===== config.mk =====
export PLATFORM = sky130hd
export DESIGN_NAME = pfr_merge
export DESIGN_NICKNAME = d
export VERILOG_FILES = /design/src/rtl/pfr_pkg.sv /design/src/rtl/pfr_merge.sv
export SDC_FILE = /design/constraint.sdc
export NUM_CORES = 1
export LEC_CHECK = 0
export BUFFER_PORTS_ARGS = -buffer_cell sky130_fd_sc_hd__buf_4
export CAP_MARGIN = 20
export CORE_AREA = 8 8 227 229
export DETAILED_ROUTE_END_ITERATION = 6
export DIE_AREA = 0 0 235 237
export PLACE_DENSITY_LB_ADDON = 0.15
export SLEW_MARGIN = 0
export SYNTH_ARGS = -nofsm -noshare
export SYNTH_HDL_FRONTEND = slang
export SYNTH_SLANG_ARGS = --single-unit

===== constraint.sdc =====
create_clock -name vclk -period 2.8
set_clock_uncertainty 0.05 [all_clocks]
set_input_delay 0 -clock vclk [all_inputs]
set_output_delay 0 -clock vclk [all_outputs]
set_load 0.01 [all_outputs]

===== src/rtl/pfr_pkg.sv =====
// Package for the Pareto front ranking block: transfer types, sizes and the
// dominance test used by the lanes. No dependencies.
`timescale 1ns / 1ps
`default_nettype none

package pfr_pkg;

    // Fixed sizes of the objective fields.
    localparam int MAX_OBJECTIVES  = 4;
    localparam int OBJECTIVE_BITS  = 16;
    localparam int OBJ_VEC_W       = MAX_OBJECTIVES * OBJECTIVE_BITS;
    localparam int FIELD_W         = 16;
    localparam int RESULT_FIELD_W  = 6;
    localparam int NOBJ_W          = 3;

    // Defaults for the top-level parameters.
    localparam int MAX_SOLUTIONS_DEF = 64;
    localparam int LANES_DEF         = 8;

    // Configuration register indexes and reset values.
    localparam logic CFG_NUM_OBJECTIVES    = 1'b0;
    localparam logic CFG_SMALLER_IS_FITTER = 1'b1;
    localparam logic [NOBJ_W-1:0] NOBJ_RESET = 3'd2;

    typedef logic [OBJ_VEC_W-1:0] obj_vec_t;

    typedef struct packed {
        logic [FIELD_W-1:0] objective_a;
        logic [FIELD_W-1:0] objective_b;
        logic [FIELD_W-1:0] objective_c;
        logic [FIELD_W-1:0] objective_d;
        logic               last_solution;
    } item_t;

    typedef struct packed {
        logic [RESULT_FIELD_W-1:0] solution_index;
        logic [RESULT_FIELD_W-1:0] front_rank;
        logic                      last_result;
    } result_t;

    // What one lane found for its stored solution against the new one.
    typedef struct packed {
        logic old_dom_new;
        logic new_dom_old;
    } lane_res_t;

    // True when vector a strictly dominates vector b over the active objectives.
    function automatic logic dominates(
        input obj_vec_t          a,
        input obj_vec_t          b,
        input logic [NOBJ_W-1:0] nact,
        input logic              smaller
    );
        logic                      better;
        logic                      worse;
        logic [OBJECTIVE_BITS-1:0] va;
        logic [OBJECTIVE_BITS-1:0] vb;
        better = 1'b0;
        worse  = 1'b0;
        for (int k = 0; k < MAX_OBJECTIVES; k++) begin
            va = a[k*OBJECTIVE_BITS +: OBJECTIVE_BITS];
            vb = b[k*OBJECTIVE_BITS +: OBJECTIVE_BITS];
            if ((NOBJ_W'(k) < nact) && (va != vb)) begin
                if ((smaller && (va < vb)) || (!smaller && (va > vb))) begin
                    better = 1'b1;
                end
                else begin
                    worse = 1'b1;
                end
            end
        end
        return better && !worse;
    endfunction

endpackage

`default_nettype wire


===== src/rtl/pfr_merge.sv =====
// Merging stage: counts how many lanes' solutions dominate the new one, gathers
// the lanes that it dominates, and picks one lane's row for ranking.
// Depends on pfr_pkg.
`timescale 1ns / 1ps
`default_nettype none

module pfr_merge
    import pfr_pkg::*;
#(
    parameter int MAX_SOLUTIONS = MAX_SOLUTIONS_DEF,
    parameter int LANES         = LANES_DEF
)
(
    input  wire lane_res_t [LANES-1:0]                    res,
    input  wire logic [LANES-1:0][MAX_SOLUTIONS-1:0]      rows,
    input  wire logic [$clog2(LANES)-1:0]                 sel,
    output logic [$clog2(LANES):0]                        dom_cnt,
    output logic [LANES-1:0]                              dom_mask,
    output logic [MAX_SOLUTIONS-1:0]                      sel_row
);

    localparam int SUM_W = $clog2(LANES) + 1;

    // Population count of the old-dominates-new flags, and the new-dominates-old mask.
    always_comb
    begin
        dom_cnt = '0;
        for (int l = 0; l < LANES; l++) begin
            dom_cnt = dom_cnt + SUM_W'(res[l].old_dom_new);
            dom_mask[l] = res[l].new_dom_old;
        end
    end

    assign sel_row = rows[sel];

endmodule

`default_nettype wire


==> impl_metrics.toml <==
[floorplan]
initial_core_util_pct = 8.49
die-area_sq_mm = 0.0557
fp.dieW_um = 235
core_sq_mm = 0.0481
die_h_um = 237
fp-row-count = 81
ios = 607

[detailed_routing]
drc = 0
vias = 5251
drtPass1Iterations = 4
routed_wl_um = 33500
vias_per_cell = 3.62
avgRoutedWirePerCell_um = 23.1
drtIter0Drc = 104
ant_nets = 0

[finish]
design.seq.count = 0
finalNonFillerCells = 1450
fin_area_sq_mm = 0.00928
seq_area_sq_um = 0
diodes = 0
drive_above_1_share_pct = 96.1
clkbuf_count = 0
area_growth_pct = 127
nNetsFinal = 1368

[clocking]
cts_hold_repair.buffers = 8
post-cts-setup-buffers = 0
post_cts_resized = 0

[sta]
slew_violations = 0
slew_headroom_pct = 62.1
post-route-min-period_ps = 2600
worstMarginPinSlew_ps = 568
fin_hold_ws_ps = 272
setup_viol = 0
period_share_pct = 92.7
hold_violations = 0
rsz0062_at_grt = "false"
setup_tns_ps = 0
clock.fmax_ghz = 0.385

[placed_design]
post-dp-hpwl_um = 30100
placed_cells = 1442
place_area_sq_mm = 0.00920
numPortBuffers = 591
gp_congestion = 0.736

[worst_setup_path]
startpoint_type = "primary input"
crit_start = "res[1]"
crit_arrival_ps = 2550
path_class = "primary input to output port"
cp_max_fo = 2
crit_path_end_kind = "output port"
crit_end = "dom_cnt[2]"
cp.required_ps = 2750

[power]
vdd_drop_max_v = 0.0000512
cellLeakagePower_uw = 0.00417
power_density_mw_per_mm2 = 176

[grt]
grt_antenna_before_repair = 3
grt-busiest-layer = "met2"
grtUsageTotal_pct = 11.2
use_met3_pct = 4.02
grt_overflow = 0
grt_start_max_net_pins = 68
grt_pass1_wl_um = 47100
grt_pass1_vias = 6275
grt.met2_usage_pct = 21.8
met1_usage_pct = 12.0

[logic_synthesis]
synth_most_common_cell = "mux4_2"
synth_area_sq_mm = 0.00409
synth_top_cell_by_area = "mux4_2"
yosys_warnings = 0
synth_area_leaders = "mux4_2 71%, mux2_2 18%, buf_6 3.3%, fa_1 2.0%, buf_4 1.8%"
yosysUniqueCellTypes = 13
synth_top_area_share_pct = 70.5
syn_nets = 797
synth.avg_cell_area_sq_um = 15.8
ys_seq_area_share_pct = 0
synthTopCellsByCount = "128 x mux4_2, 64 x mux2_2, 14 x inv_1"
synth_cells = 259

[flow_run]
cap_violations = 0

[outcome]
status = "finished clean"

[worst_hold_path]
hp-class = "primary input to output port"
[metrics by stage]
step	utilization (%)	total power (uW)	setup WS [ps]
after global placement	19.1	1650	209
after detailed placement	19.1	1650	194
after CTS	19.3	1670	184
after floorplan	-	699	407
after global routing	19.3	1750	110
final	19.3	1630	203
[layer usage]
metal,up-vias,part of all wire [%]
met4,0,0.72
met2,343,54
li1,2315,-
met5,-,0
met3,14,9.4
met1,2579,36
[worst min path at each step]
stage | from | to | slack (ps) | cells after the start
6_report | res[5] | dom_cnt[0] | 270 | 3
3_5_place_dp | res[10] | dom_mask[5] | -50 | 0
5_1_grt | res[5] | dom_cnt[0] | 290 | 3
4_1_cts | res[5] | dom_cnt[0] | 280 | 3
3_3_place_gp | res[10] | dom_mask[5] | -50 | 0
2_1_floorplan | res[0] | dom_mask[0] | 40 | 1
[cell type report]
type	count	area, sq um
fillers	5330	38900
repair buffers	612	4710
multi-input cells	202	3740
well taps	622	778
inverters	14	52.6
[where the power goes]
group	internal, uW	total, uW	switching [uW]
Combinational	1070	1630	560
Clock	0	0	0
Sequential	0	0	0
[logic make-up after synthesis]
family                   synth area share (%)
XOR/XNOR                                0.214
AND/OR/NAND/NOR                         0.153
multiplexers                             88.2
buffers and inverters                    8.45
AO/OA/AOI/OAI                           0.122
adder cells (fa/ha/maj)                  2.88
[critical path: stages]
cell and delay, ps:
buf_4 80, inv_1 40, fa_1 550, fa_1 430
fa_1 440, inv_1 60, ha_1 160, inv_1 60
fa_1 430, xnor2_1 150, buf_4 150
[cells in the final DEF (no fill, tap or decap), drive strengths merged]
cell	instances
xnor2	1
fa	4
a21oi	1
nor2b	1
inv	14
clkbuf	1
ha	3
mux2	64
dlygate4sd3	8
mux4	128
buf	603
Note: power is estimated with default switching activity, not from simulation.
