File: src/rtl/pfr_pkg.sv
// Package for the Pareto front ranking block: transfer types, sizes and the
// dominance test used by the lanes. No dependencies.
`timescale 1ns / 1ps
`default_nettype none

package pfr_pkg;

    // Fixed sizes of the objective fields.
    localparam int MAX_OBJECTIVES  = 4;
    localparam int OBJECTIVE_BITS  = 16;
    localparam int OBJ_VEC_W       = MAX_OBJECTIVES * OBJECTIVE_BITS;
    localparam int FIELD_W         = 16;
    localparam int RESULT_FIELD_W  = 6;
    localparam int NOBJ_W          = 3;

    // Defaults for the top-level parameters.
    localparam int MAX_SOLUTIONS_DEF = 64;
    localparam int LANES_DEF         = 8;

    // Configuration register indexes and reset values.
    localparam logic CFG_NUM_OBJECTIVES    = 1'b0;
    localparam logic CFG_SMALLER_IS_FITTER = 1'b1;
    localparam logic [NOBJ_W-1:0] NOBJ_RESET = 3'd2;

    typedef logic [OBJ_VEC_W-1:0] obj_vec_t;

    typedef struct packed {
        logic [FIELD_W-1:0] objective_a;
        logic [FIELD_W-1:0] objective_b;
        logic [FIELD_W-1:0] objective_c;
        logic [FIELD_W-1:0] objective_d;
        logic               last_solution;
    } item_t;

    typedef struct packed {
        logic [RESULT_FIELD_W-1:0] solution_index;
        logic [RESULT_FIELD_W-1:0] front_rank;
        logic                      last_result;
    } result_t;

    // What one lane found for its stored solution against the new one.
    typedef struct packed {
        logic old_dom_new;
        logic new_dom_old;
    } lane_res_t;

    // True when vector a strictly dominates vector b over the active objectives.
    function automatic logic dominates(
        input obj_vec_t          a,
        input obj_vec_t          b,
        input logic [NOBJ_W-1:0] nact,
        input logic              smaller
    );
        logic                      better;
        logic                      worse;
        logic [OBJECTIVE_BITS-1:0] va;
        logic [OBJECTIVE_BITS-1:0] vb;
        better = 1'b0;
        worse  = 1'b0;
        for (int k = 0; k < MAX_OBJECTIVES; k++) begin
            va = a[k*OBJECTIVE_BITS +: OBJECTIVE_BITS];
            vb = b[k*OBJECTIVE_BITS +: OBJECTIVE_BITS];
            if ((NOBJ_W'(k) < nact) && (va != vb)) begin
                if ((smaller && (va < vb)) || (!smaller && (va > vb))) begin
                    better = 1'b1;
                end
                else begin
                    worse = 1'b1;
                end
            end
        end
        return better && !worse;
    endfunction

endpackage

`default_nettype wire

File: src/rtl/pfr_lane.sv
// One comparison lane: holds every LANES-th solution's objectives and dominance
// row in local memories and compares them with the solution being loaded.
// Depends on pfr_pkg.
`timescale 1ns / 1ps
`default_nettype none

module pfr_lane
    import pfr_pkg::*;
#(
    parameter int MAX_SOLUTIONS = MAX_SOLUTIONS_DEF,
    parameter int GRP_W         = 3
)
(
    input  wire logic                     clk,
    input  wire logic                     rd_en,
    input  wire logic [GRP_W-1:0]         rd_addr,
    input  wire logic                     cmp_en,
    input  wire logic                     active,
    input  wire obj_vec_t                 new_obj,
    input  wire logic [$clog2(MAX_SOLUTIONS)-1:0] new_pos,
    input  wire logic [NOBJ_W-1:0]        nact,
    input  wire logic                     smaller,
    input  wire logic                     fill_en,
    input  wire logic [GRP_W-1:0]         fill_addr,
    input  wire obj_vec_t                 fill_obj,
    input  wire logic [MAX_SOLUTIONS-1:0] fill_row,
    output lane_res_t                     res,
    output logic [MAX_SOLUTIONS-1:0]      row
);

    localparam int DEPTH = 2 ** GRP_W;

    obj_vec_t                 obj_mem [DEPTH];
    logic [MAX_SOLUTIONS-1:0] row_mem [DEPTH];

    obj_vec_t                 obj_reg;
    logic [MAX_SOLUTIONS-1:0] row_reg;
    logic [GRP_W-1:0]         addr_reg;
    logic [MAX_SOLUTIONS-1:0] row_upd;
    logic                     odn;
    logic                     ndo;

    // Dominance in both directions for the stored solution just read.
    always_comb
    begin
        odn = dominates(obj_reg, new_obj, nact, smaller);
        ndo = dominates(new_obj, obj_reg, nact, smaller);
        res.old_dom_new = active && odn;
        res.new_dom_old = active && ndo && !odn;
        row_upd = row_reg;
        row_upd[new_pos] = odn;
    end

    assign row = row_reg;

    // Memory read with registered data, and the write port shared by the
    // row update during a load and the fill of a new solution.
    always_ff @(posedge clk)
    begin
        if (rd_en)
        begin
            obj_reg  <= obj_mem[rd_addr];
            row_reg  <= row_mem[rd_addr];
            addr_reg <= rd_addr;
        end
        if (fill_en)
        begin
            obj_mem[fill_addr] <= fill_obj;
            row_mem[fill_addr] <= fill_row;
        end
        else if (cmp_en && active)
        begin
            row_mem[addr_reg] <= row_upd;
        end
    end

endmodule

`default_nettype wire

File: config.mk
export PLATFORM = sky130hd
export DESIGN_NAME = pfr_lane
export DESIGN_NICKNAME = d
export VERILOG_FILES = /design/src/rtl/pfr_pkg.sv /design/src/rtl/pfr_lane.sv
export SDC_FILE = /design/constraint.sdc
export NUM_CORES = 1
export LEC_CHECK = 0
export BUFFER_PORTS_ARGS = -buffer_cell sky130_fd_sc_hd__buf_2
export CAP_MARGIN = 5
export CELL_PAD_IN_SITES_DETAIL_PLACEMENT = 0
export CELL_PAD_IN_SITES_GLOBAL_PLACEMENT = 1
export CORE_MARGIN = 4
export CORE_UTILIZATION = 28
export CTS_CLUSTER_DIAMETER = 80
export CTS_CLUSTER_SIZE = 14
export DETAILED_ROUTE_END_ITERATION = 16
export PLACE_DENSITY_LB_ADDON = 0.1
export SYNTH_ARGS = -nofsm -noshare
export SYNTH_HDL_FRONTEND = slang
export SYNTH_SLANG_ARGS = --single-unit
export TNS_END_PERCENT = 100
File: constraint.sdc
create_clock -name clk -period 6.9 [get_ports clk]
set_input_delay 0.69 -clock clk [delete_from_list [all_inputs] [get_ports clk]]
set_output_delay 0.69 -clock clk [all_outputs]
set_load 0.02 [all_outputs]
==> impl_metrics.tcl, run 1 <==
set metrics [dict create \
    tightest_slew_ns 1.189 \
    antenna_left 0 \
    root_buffer "clkbuf_16" \
    initial_core_util_pct 28.16 \
    cts_buffer_depth 3 \
    track_usage_pct 15.34 \
    hold_viol_final 0 \
    grt_pass1_wl_um 189400 \
    power.density_nw_per_um2 270.3 \
    finalCritPeriodShare_pct 73.25 \
    multiInputGateArea_um2 11140 \
    synthTopCellsByArea "edfxtp_1, mux4_2, mux2_2, o41ai_2, ha_1" \
    grt_pass1_vias 24840 \
    netlist.top_cell.by_area "edfxtp_1" \
    vias_per_cell 4.802 \
    rsz0062_at_grt "false" \
    whs_path_depth 1 \
    seq_area_frac_synth_pct 74.73 \
    critPathLaunchType "flip-flop" \
    gr-total-overflow 0 \
    rr_worst_depth 10 \
    synth_commonest_cells "edfxtp_1, mux4_2, mux2_2" \
    synth.distinct_cells 48 \
    portBuffers 278 \
    cp_max_fo 17 \
    synth_ff_type "edfxtp_1" \
    io_pins 279 \
    syn_area_per_cell_um2 20.84 \
    worstPathArrival_ns 4.36 \
    hold_path.class "input port to flip-flop" \
    worstSetupPathDepth 10 \
    async_flop_share_pct 0 \
    drv_cap 0 \
    path_cells "inv_1 -> ha_1 -> nand4_1 -> nor4_1 -> nor2_1 -> nand2_1 -> mux2i_1 -> a2111o_2 -> nor3b_1 -> buf_2" \
    nFillCells 15800 \
    cts.clk_slew.worst_paths_ns 0.07 \
    area_growth_pct 15.15 \
    fp.dieArea_um2 172300 \
    wl_per_cell_um 28.09 \
    skew_ns 0.04311 \
    clk_latency_ns 0.71 \
    top_regs "obj_mem: 512 flops, row_mem: 512 flops" \
    critPathSlowestCell "nor4_1" \
    synth_edf_count 1155 \
    path_class "flip-flop to output pin" \
    outcome "complete, no violations" \
    post-cts-setup-buffer-count 0 \
    setup_viol 0 \
    cts_num_sinks 1155 \
    peakVddDrop_uv 188.0 \
    vias 22860 \
    ff_latch_area_um2 34680 \
    die_h_um 415.1 \
    dr.first_iter.drc_count 1501 \
    antenna_found_initial 36 \
    drive_above_1_share_pct 35.59 \
    min_period_ns 5.054 \
    cts_made_buffers 97 \
    fin_nets 2811 \
    fmax_ghz 0.1978 \
    yosysMostFrequentCell "edfxtp_1" \
    fin_util_pct 32.43 \
    firstDrtPassIters 5 \
    slew_headroom_pct 19.73 \
    coreArea_um2 164800 \
    place.gp.congestion 0.7188 \
    end_kind "output pin" \
    drv_slew 0 \
    fin_tns_setup_ns 0 \
    ys_seq_elements 1155 \
    synth_top_area_share_pct 74.73 \
    htreeDepth 3 \
    synth_cells 2227 \
    yosysWarnings 0 \
    ctsHoldBuffers 0 \
    synth_area_um2 46410 \
    dp_hpwl_um 74940 \
    std_cell_rows 149 \
    leakage_nw 17.48 \
    path_delay_family "simple AND/OR/NAND/NOR gates" \
    cp.required_ns 6.21 \
    slowest_delay_ns 0.95 \
    grt_start_max_net_pins 101 \
    critPathBufInv 2 \
    drc 0 \
    cts_tree "built" \
    finalWirelength_um 133700 \
    synthesis.nets 2504 \
    fp.dieW_um 415.1 \
    cts.repair.resized 0 \
]
-- cells by family (layout without fill, tap and decap cells) --
family                   Yosys count  count (layout)  synth area share, %
multiplexers                     388             388                15.61
other                              0              11                    0
AND/OR/NAND/NOR                  237             237                2.699
XOR/XNOR                           1               1              0.01887
AO/OA/AOI/OAI                    192             192                3.575
buffers and inverters            190             523                1.636
adder cells (fa/ha/maj)           64              64                1.725
flip-flops                      1155            1155                74.73
-- placed cells by master (no fill, tap or decap), types with 8 or more instances in the layout --
cell / instances
a21oi_1: 97
and3_1: 61
buf_2: 274
buf_4: 47
clkbuf_16: 97
clkinv_1: 9
diode_2: 11
edfxtp_1: 1155
ha_1: 64
inv_1: 68
mux2_2: 128
mux4_2: 256
nand2_1: 85
nand3_1: 14
nand4_1: 14
nor2_4: 10
o41ai_1: 8
o41ai_2: 51
-- per-stage QoR --
step                instances  power [mW]  worst slack [ns]  hold WS (ns)  instance area, um^2
finish                   4760       14.45             1.846        0.2501                53440
global route             4750       15.07             1.661        0.2021                53420
CTS                      4749       14.72             1.744        0.1743                53410
detailed placement       4624       9.524             1.884        0.7458                50690
global placement         4624       9.494             2.032        0.7348                50690
floorplan                2227       8.965            0.5827        0.7320                46410
-- report_power, final --
group | internal, mW | total, mW | switching (mW)
Sequential | 8.04 | 8.12 | 0.0771
Combinational | 0.442 | 1.20 | 0.761
Clock | 2.61 | 5.12 | 2.51
-- path summary, 6_finish.rpt --
| kind | from | endpoint | slack [ns] |
|---|---|---|---|
| setup / recovery | obj_reg[13] | res[1] | 1.85 |
| hold / removal | fill_obj[45] | obj_mem[2][45] | 0.25 |
| setup reg to reg | obj_reg[13] | row_mem[3][58] | 2.18 |
| hold reg to reg | obj_mem[6][6] | obj_reg[6] | 0.74 |
-- metal layers --
layer	vias to the layer above	GRT usage, %	part of all wire, %
met5	-	0	0.090
met4	18	3.570	2.3
met3	179	3.266	4.9
met2	551	25.77	49
met1	12280	20.39	44
li1	9832	-	-
-- cell type report --
| class | count | share of cell area (%) |
|---|---|---|
| sequential | 1155 | 64.90 |
| multi-input combinational | 882 | 20.85 |
| tap | 2189 | 5.125 |
| clock buffer | 99 | 4.556 |
| timing repair buffer | 330 | 3.512 |
| clock inverter | 26 | 0.5291 |
| inverter | 68 | 0.4776 |
| antenna | 11 | 0.05151 |
Note: power is estimated with default switching activity, not from simulation.
==> run 2: changes to the inputs <==
==> constraint.sdc (replaced) <==
create_clock -name clk -period 4.94 [get_ports clk]
set_input_delay 0.494 -clock clk [delete_from_list [all_inputs] [get_ports clk]]
set_output_delay 0.494 -clock clk [all_outputs]
set_load 0.02 [all_outputs]
==> run 2 against run 1 <==
  * Routed wire length grew 0.11%
  * Highest routed layer unchanged
  * Critical path depth increased by 1
  * Final area grew 0.78%
  * Final cell count increased by 0.59%
  * Worst hold slack worse by 0.19 ns
==> impl_metrics.tcl, run 2 (synthesis gave the netlist of run 1 again) <==
set metrics [dict create \
    cp_max_fo 15 \
    clockPowerShare_pct 36.2 \
    fp.dieArea_um2 172300 \
    ctsHoldBuffers 5 \
    antenna_found_initial 38 \
    min_period_ns 4.590 \
    cts_made_buffers 99 \
    leakage_nw 17.68 \
    dr.max_layer_used "met5" \
    hold_ws_ns 0.06233 \
    cts_tree "built" \
    hold_viol_final 0 \
    finalCritPeriodShare_pct 92.92 \
    finalWirelength_um 133900 \
    vias_per_cell 4.789 \
    grt_start_max_net_pins 92 \
    r2r_start "obj_reg[46]" \
    io_pins 279 \
    cts.repair.resized 0 \
    post-cts-setup-buffer-count 0 \
    hp-start "fill_obj[27]" \
    gr-total-overflow 0 \
    peakVddDrop_uv 248.6 \
    outcome "complete, no violations" \
    firstDrtPassIters 5 \
    wl_per_cell_um 27.96 \
    critPathLaunchType "flip-flop" \
    fp.dieW_um 415.1 \
    switchingPower_mw 4.675 \
    final_cell_mix "edfxtp_1, buf_2, mux4_2" \
    cts_buffer_depth 3 \
    wl_met2_um 65410 \
    clk_latency_ns 0.70 \
    p_seq_share_pct 55.5 \
    dp_hpwl_um 75470 \
    place.gp.congestion 0.7083 \
    r2r_end "row_mem[1][63]" \
    htreeDepth 3 \
    rrSetupSlack_ns 0.59 \
    rsz0062_at_grt "false" \
    wl_met1_um 57700 \
    tightest_slew_ns 1.175 \
    fmax_ghz 0.2179 \
    hold_path_end "obj_mem[4][27]" \
    area_growth_pct 16.05 \
    die_h_um 415.1 \
    cts.clk_slew.worst_paths_ns 0.07 \
    drv_cap 0 \
    antenna_left 0 \
    dr.first_iter.drc_count 1673 \
    hold_path.class "input port to flip-flop" \
    std_cell_rows 149 \
    rr_worst_depth 10 \
    path_class "flip-flop to output pin" \
    cp.required_ns 4.45 \
    initial_core_util_pct 28.16 \
    power.density_nw_per_um2 379.6 \
    end_kind "output pin" \
    design_area_um2 53860 \
    switching_share_pct 22.86 \
    grt_pass1_vias 25120 \
    grt_pass1_wl_um 189900 \
    drive_above_1_share_pct 36.17 \
    wl_met3_um 7129 \
    top_regs "obj_mem: 512 flops, row_mem: 512 flops" \
    slew_headroom_pct 20.67 \
    portBuffers 278 \
    fin_nets 2832 \
    whs_path_depth 1 \
    vias 22930 \
    cts_num_sinks 1155 \
    coreArea_um2 164800 \
    fin_tns_setup_ns 0 \
    track_usage_pct 15.35 \
    final_common_cell "edfxtp_1" \
    nFillCells 15700 \
    setup_viol 0 \
    place_area_um2 50920 \
    worstPathArrival_ns 4.10 \
    power_frac_comb_pct 8.3 \
    cell_internal_pwr_mw 15.77 \
    skew_ns 0.02842 \
    drc 0 \
    root_buffer "clkbuf_16" \
    drv_slew 0 \
]
-- run 2: worst max-delay path by stage --
stage                start              to  slack (ns)  cells after the start
3_5_place_dp   new_obj[47]  row_mem[3][63]        0.14                     10
5_1_grt        obj_reg[46]          res[1]        0.02                     11
4_1_cts        obj_reg[46]          res[1]        0.09                     11
2_1_floorplan      fill_en   row_mem[7][0]        0.21                      6
3_3_place_gp   new_obj[47]  row_mem[4][29]        0.29                      9
6_report       obj_reg[46]          res[1]        0.35                     11
-- run 2: cell type report --
type | count | area, um^2 | area share (%)
tap | 2189 | 2739 | 5.085
clock inverter | 27 | 336.6 | 0.6249
timing repair buffer | 349 | 2132 | 3.959
multi-input combinational | 882 | 11160 | 20.72
inverter | 68 | 255.2 | 0.4739
clock buffer | 104 | 2517 | 4.674
sequential | 1155 | 34680 | 64.40
antenna | 14 | 35.03 | 0.06505
-- run 2: critical path, cell delays in order, from the launching register on --
cell and delay [ns]:
edfxtp_1 0.34, inv_1 0.05, ha_1 0.30, nand4_1 0.25, nor4_1 0.79, buf_4 0.25
nor2_1 0.07, nand2_1 0.08, mux2i_1 0.07, a2111o_2 0.69, nor3b_1 0.28, buf_2 0.22
-- run 2: layer usage --
layer,track usage [%],vias up
met5,0,-
met4,4.059,20
met3,3.545,189
met2,25.63,565
met1,20.15,12260
li1,-,9899
-- run 2: through the flow --
step,util (%),power (mW),std cells,worst slack (ns)
4_1_cts,32.66,20.80,4774,0.09297
3_5_place_dp,30.90,13.32,4638,0.1392
5_1_grt,32.67,21.32,4778,0.02454
6_report,32.68,20.45,4788,0.3497
3_3_place_gp,30.90,13.29,4638,0.2946
2_1_floorplan,-,12.52,2227,0.2079
-- run 2: power groups by stage --
| stage | clock [mW] | combinational (mW) | sequential (mW) |
|---|---|---|---|
| floorplan | 0 | 0.942 | 11.6 |
| global placement | 0 | 1.74 | 11.5 |
| detailed placement | 0 | 1.75 | 11.6 |
| CTS | 7.68 | 1.77 | 11.4 |
| global route | 8.09 | 1.86 | 11.4 |
| finish | 7.40 | 1.70 | 11.3 |
==> run 3: changes to the inputs <==
--- a/config.mk
+++ b/config.mk
@@ -5,6 +5,7 @@
 export SDC_FILE = /design/constraint.sdc
 export NUM_CORES = 1
 export LEC_CHECK = 0
+export ABC_AREA = 1
 export BUFFER_PORTS_ARGS = -buffer_cell sky130_fd_sc_hd__buf_2
 export CAP_MARGIN = 5
 export CELL_PAD_IN_SITES_DETAIL_PLACEMENT = 0
@@ -15,6 +16,7 @@
 export CTS_CLUSTER_SIZE = 14
 export DETAILED_ROUTE_END_ITERATION = 16
 export PLACE_DENSITY_LB_ADDON = 0.1
+export SLEW_MARGIN = 40
 export SYNTH_ARGS = -nofsm -noshare
 export SYNTH_HDL_FRONTEND = slang
 export SYNTH_SLANG_ARGS = --single-unit
==> run 3 against run 2 <==
  * Routed wire length is 10% higher
  * Clock skew rose by 0.00074 ns
  * First-iteration DRC count increased by 18%
  * Synthesized cell count is 75% higher
  * Total power down 0.50%
  * Utilization decreased by 0.18 points
  * Die area increased by 1.8%
  * Sequential power about the same
==> impl_metrics.tcl, run 3 <==
set metrics [dict create \
    outcome "complete, no violations" \
    switchingPower_mw 4.927 \
    cts.repair.resized 0 \
    slowest_delay_ns 0.35 \
    cell_internal_pwr_mw 15.42 \
    tightest_slew_ns 0.8984 \
    drv_cap 0 \
    drc 0 \
    portBuffers 278 \
    synth_area_um2 47240 \
    hold_viol_final 0 \
    rsz0062_at_grt "false" \
    wl_per_cell_um 23.14 \
    cts_made_buffers 97 \
    vias_per_cell 4.657 \
    finalCritPeriodShare_pct 76.34 \
    grt_pass1_wl_um 211100 \
    fin_tns_setup_ns 0 \
    setup_viol 0 \
    nFillCells 16890 \
    top_regs "obj_mem: 512 flops, row_mem: 512 flops" \
    whs_path_depth 1 \
    cp_max_fo 12 \
    finalWirelength_um 147500 \
    cts_num_sinks 1155 \
    synth_commonest_cells "edfxtp_1, nor2_1, o21ai_0" \
    synth_cells 3894 \
    fmax_ghz 0.2652 \
    final_common_cell "edfxtp_1" \
    switching_share_pct 24.22 \
    synth_ff_type "edfxtp_1" \
    yosysWarnings 0 \
    io_pins 279 \
    leakage_nw 18.54 \
    grt_start_max_net_pins 148 \
    clk_latency_ns 0.71 \
    ctsHoldBuffers 8 \
    synthesis.nets 4171 \
    std_cell_rows 150 \
    fin_nets 4405 \
    peakVddDrop_uv 232.9 \
    dr.first_iter.drc_count 1975 \
    yosysMostFrequentCell "edfxtp_1" \
    cts_tree "built" \
    ys_seq_elements 1155 \
    skew_ns 0.02916 \
    hold_path.class "input port to flip-flop" \
    min_period_ns 3.771 \
    critPathBufInv 2 \
    ff_latch_area_um2 34680 \
    async_flop_share_pct 0 \
    initial_core_util_pct 28.22 \
    post-cts-setup-buffer-count 0 \
    power.density_nw_per_um2 374.0 \
    worstPathArrival_ns 3.28 \
    p_seq_share_pct 55.7 \
    synth.distinct_cells 28 \
    synth_top_area_share_pct 73.41 \
    coreArea_um2 167400 \
    clockPowerShare_pct 35.6 \
    firstDrtPassIters 5 \
    die_h_um 418.8 \
    antenna_found_initial 27 \
    fp.dieW_um 418.8 \
    cts_buffer_depth 3 \
    grt_pass1_vias 29250 \
    path_cells "inv_1 -> ha_1 -> nand2_1 -> nor2_1 -> nand2_1 -> nor2_1 -> a21oi_1 -> nor2_1 -> nand2_1 -> nand2_1 -> nor2_2 -> nand2_4 -> nor2_1 -> buf_2" \
    track_usage_pct 16.52 \
    power_frac_comb_pct 8.7 \
    cts.clk_slew.worst_paths_ns 0.07 \
    slew_headroom_pct 40.10 \
    power_mw 20.35 \
    multiInputGateArea_um2 11260 \
    area_growth_pct 15.16 \
    synth_edf_count 1155 \
    seq_area_frac_synth_pct 73.41 \
    vias 29690 \
    synthTopCellsByArea "edfxtp_1, nor2_1, o21ai_0, nand2_1, a31oi_1" \
    critPathLaunchType "flip-flop" \
    gr-total-overflow 0 \
    fp.dieArea_um2 175400 \
    netlist.top_cell.by_area "edfxtp_1" \
    drv_slew 0 \
    end_kind "output pin" \
    path_delay_family "simple AND/OR/NAND/NOR gates" \
    path_class "flip-flop to output pin" \
    syn_area_per_cell_um2 12.13 \
    cp.required_ns 4.45 \
    critPathSlowestCell "nor2_1" \
    root_buffer "clkbuf_16" \
    final_cell_mix "edfxtp_1, nor2_1, o21ai_0" \
    antenna_left 0 \
    htreeDepth 3 \
    drive_above_1_share_pct 13.21 \
    dp_hpwl_um 81470 \
    worstSetupPathDepth 14 \
    place.gp.congestion 0.7150 \
    rr_worst_depth 16 \
]
run 3: cell types whose count changed after synthesis, moves of 62 or more:
cell     delta
and3_1     -62
o22ai_1   +128
a31oi_1   +129
nand2_1   +219
mux2_2    -128
a21oi_1    -71
o21ai_0   +513
nor2_1   +1110
mux4_2    -256
run 3: final timing paths:
path / startpoint / end / slack (ns)
worst max-delay path: obj_reg[47] / res[1] / 1.17
worst max register to register: obj_reg[47] / row_mem[2][37] / 1.67
worst min register to register: obj_mem[1][6] / obj_reg[6] / 0.63
worst min-delay path: fill_obj[33] / obj_mem[0][33] / 0.07
run 3: kinds of logic after synthesis:
logic type	share of synthesized area (%)
AO/OA/AOI/OAI	9.267
adder cells (fa/ha/maj)	1.695
buffers and inverters	3.043
flip-flops	73.41
AND/OR/NAND/NOR	12.58
run 3: area by class of cell:
| type | instances | share of cell area [%] |
|---|---|---|
| sequential | 1155 | 63.75 |
| multi-input combinational | 2399 | 20.70 |
| tap | 2204 | 5.069 |
| clock buffer | 107 | 4.609 |
| timing repair buffer | 353 | 4.510 |
| inverter | 122 | 0.8923 |
| clock inverter | 21 | 0.4116 |
| antenna | 14 | 0.06439 |
run 3: metal layers:
metal | vias to the layer above | part of all wire (%) | global-route usage [%]
li1 | 14270 | - | -
met1 | 14760 | 44 | 21.10
met2 | 485 | 51 | 29.33
met3 | 165 | 3.7 | 2.729
met4 | 12 | 2.0 | 3.694
met5 | - | 0.051 | 0
run 3: power by group through the flow:
| stage | logic [mW] | clock network (mW) | registers, mW |
|---|---|---|---|
| CTS | 1.84 | 7.55 | 11.3 |
| detailed placement | 1.83 | 0 | 11.5 |
| finish | 1.77 | 7.25 | 11.3 |
| global placement | 1.83 | 0 | 11.5 |
| global route | 1.99 | 7.91 | 11.3 |
| floorplan | 0.955 | 0 | 11.6 |
run 3: through the flow:
stage	area (um^2)	hold WS, ns	util [%]	worst slack, ns	cells
3_5_place_dp	51530	0.6282	30.78	1.403	6224
6_report	54410	0.06768	32.50	1.169	6375
3_3_place_gp	51440	0.6248	30.73	1.405	6220
4_1_cts	54340	0.00008427	32.46	0.9528	6360
5_1_grt	54380	0.01596	32.48	0.8340	6365
2_1_floorplan	47240	0.5929	-	0.5935	3894
